File: src/hw/rtl/seven_segment_scan_display_assert.svh
// ---------------------------------------------------------------------------
// Assertion macros for the seven-segment scan display
// Concurrent assertion wrappers that vanish when SYNTHESIS is defined.
// ---------------------------------------------------------------------------
`ifndef SEVEN_SEGMENT_SCAN_DISPLAY_ASSERT_SVH
`define SEVEN_SEGMENT_SCAN_DISPLAY_ASSERT_SVH

`ifndef SYNTHESIS

`define SSSD_ASSERT_IMPLY(label, clk, rst_n, ante, cons, msg) \
    label: assert property (@(posedge clk) disable iff (!rst_n) (ante) |-> (cons)) \
        else $error(msg);

`define SSSD_ASSERT_NEXT(label, clk, rst_n, ante, cons, msg) \
    label: assert property (@(posedge clk) disable iff (!rst_n) (ante) |=> (cons)) \
        else $error(msg);

`else

`define SSSD_ASSERT_IMPLY(label, clk, rst_n, ante, cons, msg)

`define SSSD_ASSERT_NEXT(label, clk, rst_n, ante, cons, msg)

`endif

`endif

File: src/hw/rtl/sssd_pkg.sv
// ---------------------------------------------------------------------------
// Seven-segment scan display package
// Request codes, digit codes, port bit positions and segment tables.
// ---------------------------------------------------------------------------
`default_nettype none

package sssd_pkg;

    typedef enum logic [1:0] {
        REQ_TICK  = 2'd0,
        REQ_SHOW  = 2'd1,
        REQ_POINT = 2'd2,
        REQ_CLEAR = 2'd3
    } t_req;

    localparam logic [7:0] CODE_BLANK   = 8'h20;
    localparam logic [7:0] CODE_MINUS   = 8'd16;
    localparam logic [7:0] CODE_E       = 8'd14;
    localparam logic [7:0] CODE_POINT   = 8'h80;
    localparam logic [7:0] PC_POINT_BIT = 8'h20;
    localparam logic [7:0] PA_ANODE_0   = 8'h08;
    localparam logic [7:0] PD_ANODE_1   = 8'h40;
    localparam logic [7:0] PD_ANODE_2   = 8'h10;
    localparam logic [7:0] PD_ANODE_3   = 8'h02;
    localparam logic [7:0] PA_SEG_OFF   = 8'h02;
    localparam logic [7:0] PB_SEG_OFF   = 8'h30;
    localparam logic [7:0] PC_SEG_OFF   = 8'hF8;

    localparam logic signed [15:0] VALUE_MIN = -16'sd999;
    localparam logic signed [15:0] VALUE_MAX = 16'sd9999;

    typedef struct packed {
        logic [7:0] pa;
        logic [7:0] pb;
        logic [7:0] pc;
    } t_seg;

    // Glyphs 0 to 15 are hex digits, 16 is a minus and 17 is 'h'.
    function automatic t_seg glyph_segments(input logic [6:0] glyph);
        t_seg s;
        s = '{pa: PA_SEG_OFF, pb: PB_SEG_OFF, pc: PC_SEG_OFF};
        unique case (glyph)
            7'd0:    s = '{pa: 8'd0, pb: 8'd0,  pc: 8'd40};
            7'd1:    s = '{pa: 8'd2, pb: 8'd32, pc: 8'd232};
            7'd2:    s = '{pa: 8'd2, pb: 8'd0,  pc: 8'd48};
            7'd3:    s = '{pa: 8'd2, pb: 8'd0,  pc: 8'd160};
            7'd4:    s = '{pa: 8'd0, pb: 8'd32, pc: 8'd224};
            7'd5:    s = '{pa: 8'd0, pb: 8'd16, pc: 8'd160};
            7'd6:    s = '{pa: 8'd0, pb: 8'd16, pc: 8'd32};
            7'd7:    s = '{pa: 8'd2, pb: 8'd0,  pc: 8'd232};
            7'd8:    s = '{pa: 8'd0, pb: 8'd0,  pc: 8'd32};
            7'd9:    s = '{pa: 8'd0, pb: 8'd0,  pc: 8'd160};
            7'd10:   s = '{pa: 8'd0, pb: 8'd0,  pc: 8'd96};
            7'd11:   s = '{pa: 8'd0, pb: 8'd48, pc: 8'd32};
            7'd12:   s = '{pa: 8'd0, pb: 8'd16, pc: 8'd56};
            7'd13:   s = '{pa: 8'd2, pb: 8'd32, pc: 8'd32};
            7'd14:   s = '{pa: 8'd0, pb: 8'd16, pc: 8'd48};
            7'd15:   s = '{pa: 8'd0, pb: 8'd16, pc: 8'd112};
            7'd16:   s = '{pa: 8'd2, pb: 8'd48, pc: 8'd240};
            7'd17:   s = '{pa: 8'd0, pb: 8'd48, pc: 8'd96};
            default: s = '{pa: PA_SEG_OFF, pb: PB_SEG_OFF, pc: PC_SEG_OFF};
        endcase
        return s;
    endfunction

endpackage

`default_nettype wire

File: src/hw/rtl/seven_segment_scan_display.sv
// ---------------------------------------------------------------------------
// Seven-segment scan display
// Four-digit common-anode display controller with decimal value loading.
// ---------------------------------------------------------------------------
// One transaction is taken in every cycle unless the input stalls. Each
// transaction is held in an input register and handled there; a scan tick
// loads its port bytes into the result register, which presents them, while
// loads, point and clear transactions finish without a result. The input
// stalls only when a tick is waiting and the result register still holds a
// transaction that has not been taken.
`default_nettype none

`include "seven_segment_scan_display_assert.svh"

module seven_segment_scan_display
    import sssd_pkg::*;
(
    input  wire logic               i_clk,
    input  wire logic               i_rst_n,
    input  wire logic               i_in_valid,
    output logic                    o_in_ready,
    input  wire logic [1:0]         i_req_type,
    input  wire logic signed [15:0] i_value,
    input  wire logic [1:0]         i_position,
    output logic                    o_out_valid,
    input  wire logic               i_out_ready,
    output logic [7:0]              o_port_a,
    output logic [7:0]              o_port_b,
    output logic [7:0]              o_port_c,
    output logic [7:0]              o_port_d,
    output logic [1:0]              o_digit_shown
);

    logic               r_s1_valid;
    t_req               r_s1_req;
    logic signed [15:0] r_s1_value;
    logic [1:0]         r_s1_position;

    logic [7:0] r_codes [4];
    logic [7:0] n_codes [4];
    logic [1:0] r_scan_index;
    logic [1:0] n_scan_index;

    logic       r_out_valid;
    logic [7:0] r_port_a;
    logic [7:0] r_port_b;
    logic [7:0] r_port_c;
    logic [7:0] r_port_d;
    logic [1:0] r_digit_shown;

    logic w_out_free;
    logic w_s1_fire;
    logic w_tick_fire;
    logic w_reload_fire;

    logic               w_out_range;
    logic               w_neg;
    logic signed [15:0] w_abs;
    logic [13:0]        w_mag;
    logic [28:0]        w_p10;
    logic [26:0]        w_p100;
    logic [28:0]        w_p1000;
    logic [9:0]         w_q1;
    logic [6:0]         w_q2;
    logic [3:0]         w_q3;
    logic [13:0]        w_r0;
    logic [13:0]        w_r1;
    logic [13:0]        w_r2;
    logic [7:0]         w_dec [4];

    logic [7:0] w_code;
    t_seg       w_seg;
    logic [7:0] n_port_a;
    logic [7:0] n_port_c;
    logic [7:0] n_port_d;
    logic [3:0] w_anodes;
    logic [1:0] w_scan_prev;

    assign w_out_free    = !r_out_valid || i_out_ready;
    assign w_s1_fire     = r_s1_valid && ((r_s1_req != REQ_TICK) || w_out_free);
    assign w_tick_fire   = w_s1_fire && (r_s1_req == REQ_TICK);
    assign w_reload_fire = w_s1_fire && (r_s1_req == REQ_SHOW || r_s1_req == REQ_CLEAR);
    assign o_in_ready    = !r_s1_valid || w_s1_fire;

    // Decimal digits come from constant reciprocal multiplies that are exact
    // for magnitudes up to 9999.
    always_comb begin
        w_out_range = (r_s1_value < VALUE_MIN) || (r_s1_value > VALUE_MAX);
        w_neg       = r_s1_value[15];
        w_abs       = w_neg ? -r_s1_value : r_s1_value;
        w_mag       = w_abs[13:0];
        w_p10       = 29'(w_mag) * 29'd52429;
        w_p100      = 27'(w_mag) * 27'd5243;
        w_p1000     = 29'(w_mag) * 29'd16778;
        w_q1        = w_p10[28:19];
        w_q2        = w_p100[25:19];
        w_q3        = w_p1000[27:24];
        w_r0        = w_mag - 14'(w_q1) * 14'd10;
        w_r1        = 14'(w_q1) - 14'(w_q2) * 14'd10;
        w_r2        = 14'(w_q2) - 14'(w_q3) * 14'd10;
        w_dec[3]    = {4'd0, w_r0[3:0]};
        w_dec[2]    = {4'd0, w_r1[3:0]};
        w_dec[1]    = {4'd0, w_r2[3:0]};
        w_dec[0]    = {4'd0, w_q3};
    end

    always_comb begin
        n_codes      = r_codes;
        n_scan_index = r_scan_index;
        unique case (r_s1_req)
            REQ_TICK: begin
                n_scan_index = r_scan_index + 2'd1;
            end
            REQ_SHOW: begin
                n_scan_index = 2'd0;
                for (int k = 0; k < 4; k++) begin
                    n_codes[k] = CODE_BLANK;
                end
                if (w_out_range) begin
                    n_codes[0] = CODE_MINUS;
                    n_codes[1] = CODE_MINUS;
                    n_codes[2] = CODE_MINUS;
                    n_codes[3] = CODE_E;
                end else if (w_mag >= 14'd1000) begin
                    n_codes = w_dec;
                end else if (w_mag >= 14'd100) begin
                    n_codes[1] = w_dec[1];
                    n_codes[2] = w_dec[2];
                    n_codes[3] = w_dec[3];
                    if (w_neg) begin
                        n_codes[0] = CODE_MINUS;
                    end
                end else if (w_mag >= 14'd10) begin
                    n_codes[2] = w_dec[2];
                    n_codes[3] = w_dec[3];
                    if (w_neg) begin
                        n_codes[1] = CODE_MINUS;
                    end
                end else begin
                    n_codes[3] = w_dec[3];
                    if (w_neg) begin
                        n_codes[2] = CODE_MINUS;
                    end
                end
            end
            REQ_POINT: begin
                n_codes[r_s1_position] = r_codes[r_s1_position] | CODE_POINT;
            end
            REQ_CLEAR: begin
                n_scan_index = 2'd0;
                for (int k = 0; k < 4; k++) begin
                    n_codes[k] = CODE_BLANK;
                end
            end
            default: begin
                n_scan_index = r_scan_index;
            end
        endcase
    end

    always_comb begin
        w_code   = r_codes[r_scan_index];
        w_seg    = glyph_segments(w_code[6:0]);
        n_port_a = w_seg.pa;
        n_port_c = w_code[7] ? (w_seg.pc ^ PC_POINT_BIT) : w_seg.pc;
        n_port_d = 8'd0;
        unique case (r_scan_index)
            2'd0:    n_port_a = w_seg.pa | PA_ANODE_0;
            2'd1:    n_port_d = PD_ANODE_1;
            2'd2:    n_port_d = PD_ANODE_2;
            default: n_port_d = PD_ANODE_3;
        endcase
    end

    always_ff @(posedge i_clk) begin
        if (!i_rst_n) begin
            r_s1_valid   <= 1'b0;
            r_out_valid  <= 1'b0;
            r_scan_index <= 2'd0;
            for (int k = 0; k < 4; k++) begin
                r_codes[k] <= CODE_BLANK;
            end
        end else begin
            if (o_in_ready) begin
                r_s1_valid <= i_in_valid;
            end
            if (w_s1_fire) begin
                r_codes      <= n_codes;
                r_scan_index <= n_scan_index;
            end
            if (w_tick_fire) begin
                r_out_valid <= 1'b1;
            end else if (i_out_ready) begin
                r_out_valid <= 1'b0;
            end
        end
    end

    always_ff @(posedge i_clk) begin
        if (o_in_ready && i_in_valid) begin
            r_s1_req      <= t_req'(i_req_type);
            r_s1_value    <= i_value;
            r_s1_position <= i_position;
        end
        if (w_tick_fire) begin
            r_port_a      <= n_port_a;
            r_port_b      <= w_seg.pb;
            r_port_c      <= n_port_c;
            r_port_d      <= n_port_d;
            r_digit_shown <= r_scan_index;
        end
    end

    assign o_out_valid   = r_out_valid;
    assign o_port_a      = r_port_a;
    assign o_port_b      = r_port_b;
    assign o_port_c      = r_port_c;
    assign o_port_d      = r_port_d;
    assign o_digit_shown = r_digit_shown;

    assign w_anodes    = {o_port_a[3], o_port_d[6], o_port_d[4], o_port_d[1]};
    assign w_scan_prev = r_scan_index - 2'd1;

    `SSSD_ASSERT_NEXT(a_tick_loads, i_clk, i_rst_n, w_tick_fire, r_out_valid, "tick lost")
    `SSSD_ASSERT_NEXT(a_shown, i_clk, i_rst_n, w_tick_fire, r_digit_shown == w_scan_prev, "digit")
    `SSSD_ASSERT_NEXT(a_reload, i_clk, i_rst_n, w_reload_fire, r_scan_index == 2'd0, "no restart")
    `SSSD_ASSERT_IMPLY(a_one_anode, i_clk, i_rst_n, r_out_valid, $onehot(w_anodes), "anodes")

endmodule

`default_nettype wire

File: config.mk
export PLATFORM = sky130hd
export DESIGN_NAME = seven_segment_scan_display
export DESIGN_NICKNAME = d
export VERILOG_FILES = /design/src/hw/rtl/sssd_pkg.sv /design/src/hw/rtl/seven_segment_scan_display.sv
export VERILOG_INCLUDE_DIRS = /design/src /design/src/hw/rtl
export SDC_FILE = /design/constraint.sdc
export NUM_CORES = 1
export LEC_CHECK = 0
export BUFFER_PORTS_ARGS = -buffer_cell sky130_fd_sc_hd__buf_2
export CAP_MARGIN = 20
export CORE_MARGIN = 4
export CORE_UTILIZATION = 55
export CTS_CLUSTER_SIZE = 8
export DETAILED_ROUTE_END_ITERATION = 6
export GPL_ROUTABILITY_DRIVEN = 0
export GPL_TIMING_DRIVEN = 1
export PLACE_DENSITY_LB_ADDON = 0.25
export RECOVER_POWER = 50
export SLEW_MARGIN = 40
export SYNTH_ARGS = -nofsm -noshare
export SYNTH_HDL_FRONTEND = slang
export SYNTH_SLANG_ARGS = --single-unit
File: constraint.sdc
create_clock -name i_clk -period 13.7 [get_ports i_clk]
set_input_delay 0.685 -clock i_clk [delete_from_list [all_inputs] [get_ports i_clk]]
set_output_delay 0.685 -clock i_clk [all_outputs]
set_load 0.1 [all_outputs]
==> results of run 1 <==
==> worst register-to-register path, delay by kind of cell, from the launching register on <==
family | cells | cell delay [ns]
fa+ha+maj | 10 | 4.16
flops | 1 | 0.35
simple gates | 6 | 1.32
buf+inv | 9 | 1.03
xor+xnor | 7 | 1.37
compound gates | 4 | 1.29
==> sequential cells by signal, indices dropped and copies added (netlist names) <==
signal	cells
r_s1_value	16
r_codes	32
r_s1_req	2
o_port_d	3
o_digit_shown	2
r_s1_position	2
r_scan_index	2
o_port_a	2
r_s1_valid	1
o_out_valid	1
o_port_b	2
o_port_c	5
==> through the flow <==
stage               cells  utilization [%]  hold WS, ns  instance area, um2
finish               1544            59.38       0.4528               12440
global route         1544            59.38       0.4806               12440
CTS                  1544            59.39       0.4537               12440
detailed placement   1528            58.01       0.4389               12160
global placement     1528            58.00       0.4321               12150
floorplan            1238                -       0.4196               11750
==> cell usage after synthesis (3+ instances only) <==
cell type  instances  area, um2
nand4_1           10      62.56
nor2_1            55      206.5
a31oi_1            5      31.28
inv_2              3      11.26
a21oi_1           46      230.2
nor3_1            17      85.08
a21o_1            21      157.7
dfxtp_1           36      720.7
o31ai_1            8      60.06
o221ai_1           4      35.03
mux4_2             6      135.1
or2_2              7      43.79
o211ai_1          11      82.58
a22o_1             3      26.28
nand2b_1           5      31.28
or4_1              4      30.03
o21a_1             5      37.54
xnor2_1           28      245.2
inv_1            312       1171
a22oi_1            3      22.52
a211oi_1          10      75.07
nand3_1           12      60.06
and3_1            11      68.82
fa_1             127       2542
buf_4             20      150.1
edfxtp_1          34       1021
or3_1              3      18.77
xor2_1            10      87.58
nor2b_1            9      56.30
ha_1             252       3153
clkbuf_1          11      41.29
o21ai_0           30      150.1
nand2_1           39      146.4
nor4_1             3      18.77
==> metal layers <==
layer	global-route usage, %	wire length, um	vias up
met4	7.864	883	0
met3	3.377	1207	54
met5	0	0	-
li1	-	-	4084
met1	31.36	12050	4043
met2	39.50	12810	198
==> worst paths after layout <==
path | start | to | slack [ns] | cells after the start
max | r_s1_value[0] | r_codes[11] | 4.11 | 36
min reg2reg | r_codes[20] | r_codes[20] | 0.45 | 2
max reg2reg | r_s1_value[0] | r_codes[11] | 4.11 | 36
min | r_codes[20] | r_codes[20] | 0.45 | 2
==> cells by family after synthesis <==
logic type,Yosys count,share of synthesized area (%)
adder cells (fa/ha/maj),379,48.77
buffers and inverters,349,11.93
AND/OR/NAND/NOR,186,7.917
AO/OA/AOI/OAI,183,11.21
flip-flops,70,14.91
XOR/XNOR,44,3.985
multiplexers,7,1.243
other,1,0.03211
==> area by class of cell <==
class / instances / area [um2] / share of cell area, %
clock inverter: 7 / 62.56 / 0.5028
multi-input combinational: 819 / 8631 / 69.36
clock buffer: 9 / 225.2 / 1.810
sequential: 70 / 1742 / 14.00
inverter: 315 / 1182 / 9.502
tap: 275 / 344.1 / 2.765
timing repair buffer: 49 / 256.5 / 2.061
==> flow_metrics.env, run 1 <==
export IMPL_synthArstFlopShare_pct=0
export IMPL_setup_viol=0
export IMPL_vias=8379
export IMPL_placement_io_buffers=39
export IMPL_ys_seq_elements=70
export IMPL_clkLatencyLatePin_ns=0.34
export IMPL_drv_cap=0
export IMPL_crit_path_top_delay_cell="fa_1"
export IMPL_cpMostUsedCell="inv_1"
export IMPL_worstPathRequired_ns=13.95
export IMPL_synth_edff_count=34
export IMPL_ant_nets=0
export IMPL_ys_types=77
export IMPL_crit_family="adder cells"
export IMPL_clkSinkCount=70
export IMPL_drc=0
export IMPL_grt_setup_unrepaired="false"
export IMPL_ioPinCount=60
export IMPL_yosys_warnings=0
export IMPL_max_slew_margin_rel_pct=22.47
export IMPL_netlist_area_um2=11680
export IMPL_finClkSkew_ns=0.009355
export IMPL_die_h_um=153.7
export IMPL_drive_above_1_share_pct=7.250
export IMPL_critPathMaxStageDelay_ns=0.59
export IMPL_nNetsFinal=1667
export IMPL_setup_ws_ns=4.110
export IMPL_holdBufCountCts=0
export IMPL_syn_inst=1219
export IMPL_path_buf_inv=9
export IMPL_min_period_ns=9.590
export IMPL_slew_violations=0
export IMPL_hpwlAfterDp_mm=23.04
export IMPL_grtUsageTotal_pct=23.50
export IMPL_crit_fanout=14
export IMPL_post_cts_resized=0
export IMPL_synth_top_flop_cell="dfxtp_1"
export IMPL_cts_max_path_buffers=2
export IMPL_hold_class="reg2reg"
export IMPL_cts_inserted_buffers=9
export IMPL_row_count=53
export IMPL_first_pass_iters=5
export IMPL_clkSlewWorstSetupHoldPaths_ns=0.06
export IMPL_layout_common_cells="312 x inv_1, 252 x ha_1, 127 x fa_1"
export IMPL_fmax_mhz=104.3
export IMPL_initial_core_util_pct=55.73
export IMPL_fp_dieW_um=153.7
export IMPL_status="finished clean"
export IMPL_final_common_cell="inv_1"
export IMPL_hold_violations=0
export IMPL_syn_to_final_growth_pct=6.546
export IMPL_grt_first_pass_wirelength_mm=44.36
export IMPL_grt_max_degree=21
export IMPL_drt_iter0_markers=532
export IMPL_root_buffer="clkbuf_16"
export IMPL_diodes=0
export IMPL_pre_cts_slack_ns=4.087
export IMPL_syn_area_per_cell_um2=9.581
export IMPL_start_kind="register"
export IMPL_grt_pass1_vias=8615
export IMPL_finalCritPeriodShare_pct=70.00
export IMPL_fin_setup_tns_ns=0
export IMPL_arrival_ns=9.84
export IMPL_h_tree_depth=3
export IMPL_coreArea_um2=20960
export IMPL_tightest_slew_ns=1.168
export IMPL_dieArea_um2=23630
export IMPL_ys_seq_area_share_pct=14.91
export IMPL_drt_total_wl_mm=26.96
export IMPL_cts_setup_buffers=0
export IMPL_antenna_found_initial=0
export IMPL_avgRoutedWirePerCell_um=17.46
export IMPL_grt_ovfl_total=0
export IMPL_worstSetupPathType="reg2reg"
export IMPL_cts_tree="done"
export IMPL_end_kind="register"
export IMPL_viasPerCell=5.427
export IMPL_fillers=1815
Power of run 1 is not shown: default switching activity piles up to over one toggle a cycle in this logic, so the estimate is an artifact.
==> run 2, diff against run 1 <==
==> constraint.sdc (replaced) <==
create_clock -name i_clk -period 9 [get_ports i_clk]
set_input_delay 0.45 -clock i_clk [delete_from_list [all_inputs] [get_ports i_clk]]
set_output_delay 0.45 -clock i_clk [all_outputs]
set_load 0.1 [all_outputs]
==> run 2 against run 1 <==
Compared with the run above:
- clock skew shrank 0.0046 ns
- wire length grew 3.5%
- critical path depth shrank 3
- sequential cell count is the same
- final cell count grew 1.4%
- final area grew 1.7%
- sequential share of layout area shrank 0.24 points
- maximum frequency grew 11%
- worst setup slack lost 3.7 ns
- register-to-register slack lost 3.7 ns
- largest cell class unchanged
==> flow_metrics.env, run 2 (same netlist as run 1, synthesis figures left out) <==
export IMPL_root_buffer="clkbuf_16"
export IMPL_drc=0
export IMPL_antenna_found_initial=0
export IMPL_grt_pass1_vias=8737
export IMPL_grtUsageTotal_pct=24.17
export IMPL_setup_viol=0
export IMPL_nNetsFinal=1688
export IMPL_grt_first_pass_wirelength_mm=45.52
export IMPL_grt_ovfl_total=0
export IMPL_fp_dieW_um=153.7
export IMPL_clkLatencyLatePin_ns=0.33
export IMPL_cts_tree="done"
export IMPL_drt_total_wl_mm=27.91
export IMPL_arrival_ns=8.85
export IMPL_worstSetupPathType="reg2reg"
export IMPL_cts_max_path_buffers=2
export IMPL_fillers=1818
export IMPL_multiInputGateArea_um2=8656
export IMPL_drv_cap=0
export IMPL_h_tree_depth=3
export IMPL_end_kind="register"
export IMPL_drive_above_1_share_pct=8.837
export IMPL_crit_fanout=5
export IMPL_worstPathRequired_ns=9.24
export IMPL_seqCellArea_um2=1742
export IMPL_viasPerCell=5.456
export IMPL_clkSlewWorstSetupHoldPaths_ns=0.06
export IMPL_tightest_slew_ns=1.185
export IMPL_layout_cells_non_filler=1565
export IMPL_dieArea_um2=23630
export IMPL_cpMostUsedCell="inv_1"
export IMPL_critPathMaxStageDelay_ns=0.60
export IMPL_first_pass_iters=6
export IMPL_whs_ns=0.2890
export IMPL_cts_inserted_buffers=9
export IMPL_row_count=53
export IMPL_pre_cts_slack_ns=0.1112
export IMPL_clkSinkCount=70
export IMPL_largest_reg_flops=32
export IMPL_layout_common_cells="311 x inv_1, 252 x ha_1, 127 x fa_1"
export IMPL_hpwlAfterDp_mm=23.93
export IMPL_start_kind="register"
export IMPL_coreArea_um2=20960
export IMPL_ioPinCount=60
export IMPL_finClkSkew_ns=0.004747
export IMPL_diodes=0
export IMPL_finalCritPeriodShare_pct=95.69
export IMPL_avgRoutedWirePerCell_um=17.83
export IMPL_max_slew_margin_rel_pct=21.36
export IMPL_crit_path_top_delay_cell="or4_4"
export IMPL_ant_nets=0
export IMPL_status="finished clean"
export IMPL_hold_class="in2reg"
export IMPL_slew_violations=0
export IMPL_drt_iter0_markers=574
export IMPL_holdBufCountCts=0
export IMPL_grt_max_degree=21
export IMPL_final_common_cell="inv_1"
export IMPL_min_period_ns=8.612
export IMPL_reg2reg_slack_ns=0.39
export IMPL_vias=8538
export IMPL_fmax_mhz=116.1
export IMPL_grt_setup_unrepaired="false"
export IMPL_setup_ws_ns=0.3876
export IMPL_hold_violations=0
export IMPL_largest_register="r_codes"
export IMPL_fin_setup_tns_ns=0
export IMPL_initial_core_util_pct=55.73
export IMPL_die_h_um=153.7
export IMPL_syn_to_final_growth_pct=8.399
export IMPL_placed_cells=1546
export IMPL_placement_io_buffers=39
run 2: cell count changes in the layout (fill, tap and decap cells not counted), sizes merged:
| cell | before | now |
|---|---|---|
| bufinv | 0 | 2 |
| inv | 319 | 318 |
| clkinv | 2 | 1 |
| buf | 40 | 54 |
| clkbuf | 18 | 25 |
run 2: through the flow:
step	utilization [%]	area [um2]
global placement	58.64	12290
CTS	60.27	12630
finish	60.41	12660
global route	60.41	12660
detailed placement	58.69	12300
floorplan	-	11750
run 2: cell type report:
class | count | share of cell area, %
Multi-Input combinational cell | 819 | 68.37
Sequential cell | 70 | 13.76
Inverter | 315 | 9.340
Timing Repair Buffer | 70 | 3.202
Tap cell | 275 | 2.718
Clock buffer | 9 | 1.779
Clock inverter | 7 | 0.8302
run 2: path summary, 6_finish.rpt:
path | startpoint | end | depth (start not counted)
setup / recovery | r_s1_value[5] | r_codes[11] | 33
hold / removal | i_value[15] | r_s1_value[15] | 1
hold reg to reg | r_codes[2] | r_codes[2] | 1
setup reg to reg | r_s1_value[5] | r_codes[11] | 33
run 2: per-layer routing:
| layer | wire (um) | global-route usage, % |
|---|---|---|
| met1 | 12060 | 31.98 |
| met2 | 13550 | 41.40 |
| met3 | 1450 | 3.462 |
| met4 | 844 | 7.191 |
| met5 | 0 | 0 |
run 2: worst max-delay path, delay by kind of cell, from the launching register on:
kind,cells,cell delay [ns]
flops,1,0.46
fa+ha+maj,9,3.84
compound gates,4,1.24
xor+xnor,7,1.21
buf+inv,7,0.47
simple gates,6,1.30
run 2: repair_timing:
action	CTS	global route
gates resized for setup	0	7
endpoints found under the setup margin	0	1
setup buffers	0	3
Power of run 2 is left out for the same reason.
==> run 3, diff against run 2 <==
--- a/config.mk
+++ b/config.mk
@@ -6,12 +6,12 @@
 export SDC_FILE = /design/constraint.sdc
 export NUM_CORES = 1
 export LEC_CHECK = 0
-export BUFFER_PORTS_ARGS = -buffer_cell sky130_fd_sc_hd__buf_2
 export CAP_MARGIN = 20
 export CORE_MARGIN = 4
 export CORE_UTILIZATION = 55
 export CTS_CLUSTER_SIZE = 8
 export DETAILED_ROUTE_END_ITERATION = 6
+export DONT_BUFFER_PORTS = 1
 export GPL_ROUTABILITY_DRIVEN = 0
 export GPL_TIMING_DRIVEN = 1
 export PLACE_DENSITY_LB_ADDON = 0.25
==> run 3 against run 2 <==
Compared with the run above:
- maximum frequency about the same
- die area is the same
- final cell count is 2.4% lower
- count of clock-buffer cells in the layout unchanged
- critical path type unchanged
- largest cell class unchanged
==> flow_metrics.env, run 3 (same netlist as run 1, synthesis figures left out) <==
export IMPL_grt_first_pass_wirelength_mm=44.88
export IMPL_cts_max_path_buffers=2
export IMPL_clkSinkCount=70
export IMPL_grt_max_degree=21
export IMPL_end_kind="register"
export IMPL_tightest_slew_ns=1.186
export IMPL_slew_violations=0
export IMPL_hold_violations=0
export IMPL_drive_above_1_share_pct=6.949
export IMPL_status="finished clean"
export IMPL_fin_setup_tns_ns=0
export IMPL_arrival_ns=8.86
export IMPL_max_slew_margin_rel_pct=21.25
export IMPL_setup_viol=0
export IMPL_cpMostUsedCell="inv_1"
export IMPL_final_common_cell="inv_1"
export IMPL_start_kind="register"
export IMPL_place_area_um2=12120
export IMPL_worstPathRequired_ns=9.25
export IMPL_grt_pass1_vias=8496
export IMPL_antenna_found_initial=0
export IMPL_viasPerCell=5.471
export IMPL_clkSlewWorstSetupHoldPaths_ns=0.06
export IMPL_placed_cells=1508
export IMPL_largest_register="r_codes"
export IMPL_diodes=0
export IMPL_highest_layer="met4"
export IMPL_hpwlAfterDp_mm=24.02
export IMPL_worstSetupPathType="reg2reg"
export IMPL_ant_nets=0
export IMPL_coreArea_um2=20960
export IMPL_met2_length_mm=13.69
export IMPL_avgRoutedWirePerCell_um=18.24
export IMPL_drt_iter0_markers=615
export IMPL_finClkSkew_ns=0.005777
export IMPL_critPathMaxStageDelay_ns=0.59
export IMPL_pre_cts_slack_ns=0.1310
export IMPL_finish_instance_area_um2=12430
export IMPL_fmax_mhz=116.1
export IMPL_dieArea_um2=23630
export IMPL_row_count=53
export IMPL_wl_met1_mm=12.09
export IMPL_drc=0
export IMPL_drt_total_wl_mm=27.85
export IMPL_drv_cap=0
export IMPL_wl_met3_mm=1.242
export IMPL_grtUsageTotal_pct=24.02
export IMPL_crit_path_top_delay_cell="fa_1"
export IMPL_cts_tree="done"
export IMPL_finalCritPeriodShare_pct=95.74
export IMPL_fp_dieW_um=153.7
export IMPL_setup_ws_ns=0.3830
export IMPL_cts_inserted_buffers=9
export IMPL_largest_reg_flops=32
export IMPL_hold_class="in2reg"
export IMPL_root_buffer="clkbuf_16"
export IMPL_placement_io_buffers=0
export IMPL_die_h_um=153.7
export IMPL_first_pass_iters=6
export IMPL_layout_common_cells="311 x inv_1, 252 x ha_1, 127 x fa_1"
export IMPL_vias=8354
export IMPL_syn_to_final_growth_pct=6.407
export IMPL_ioPinCount=60
export IMPL_nNetsFinal=1650
export IMPL_h_tree_depth=3
export IMPL_min_period_ns=8.617
export IMPL_layout_cells_non_filler=1527
export IMPL_initial_core_util_pct=55.73
export IMPL_crit_fanout=5
export IMPL_grt_ovfl_total=0
export IMPL_grt_setup_unrepaired="false"
export IMPL_clkLatencyLatePin_ns=0.34
export IMPL_cts_setup_buffers=0
-- run 3: changes by cell type in the layout (fill, tap and decap cells not counted), moves of 2 or more --
cell,change
buf_2,-24
buf_4,-2
bufinv_16,-2
clkbuf_1,-12
-- run 3: final cells by class --
type                    instances  area (um2)
well taps                     275       344.1
fillers                      1881        8528
clock buffers                   9       225.2
clock inverters                 7       65.06
inverters                     315        1182
repair buffers                 32       225.2
flip-flops and latches         70        1742
multi-input cells             819        8643
-- run 3: worst paths after layout --
check                startpoint           to  slack, ns  depth (start not counted)
setup / recovery  r_s1_value[0]  r_codes[11]       0.38                         35
hold / removal          i_rst_n  r_codes[21]       0.19                          1
setup reg to reg  r_s1_value[0]  r_codes[11]       0.38                         35
hold reg to reg      r_codes[1]   r_codes[1]       0.45                          1
-- run 3: timing repair --
| action | CTS | global route |
|---|---|---|
| hold buffers | 0 | 0 |
| resized for setup | 0 | 5 |
| setup endpoints to repair | 0 | 1 |
-- run 3: metal layers --
| layer | up-vias | track usage (%) |
|---|---|---|
| li1 | 4043 | - |
| met2 | 255 | 41.82 |
| met3 | 59 | 3.490 |
| met5 | - | 0 |
| met4 | 0 | 6.434 |
| met1 | 3997 | 31.47 |
-- run 3: critical path, delay by kind of cell (launching register included) --
kind / cells / cell delay, ns
AO/OA/AOI/OAI: 4 / 1.11
buffers and inverters: 8 / 0.52
AND/OR/NAND/NOR: 6 / 1.24
flip-flops: 1 / 0.42
XOR/XNOR: 7 / 1.20
adder cells (fa/ha/maj): 10 / 4.02
-- run 3: through the flow --
step	hold WS, ns	utilization, %
6_report	0.1938	59.30
3_3_place_gp	0.4315	57.74
3_5_place_dp	0.4356	57.82
4_1_cts	0.1845	59.20
2_1_floorplan	0.4196	-
5_1_grt	0.1833	59.30
Power of run 3 is left out for the same reason.
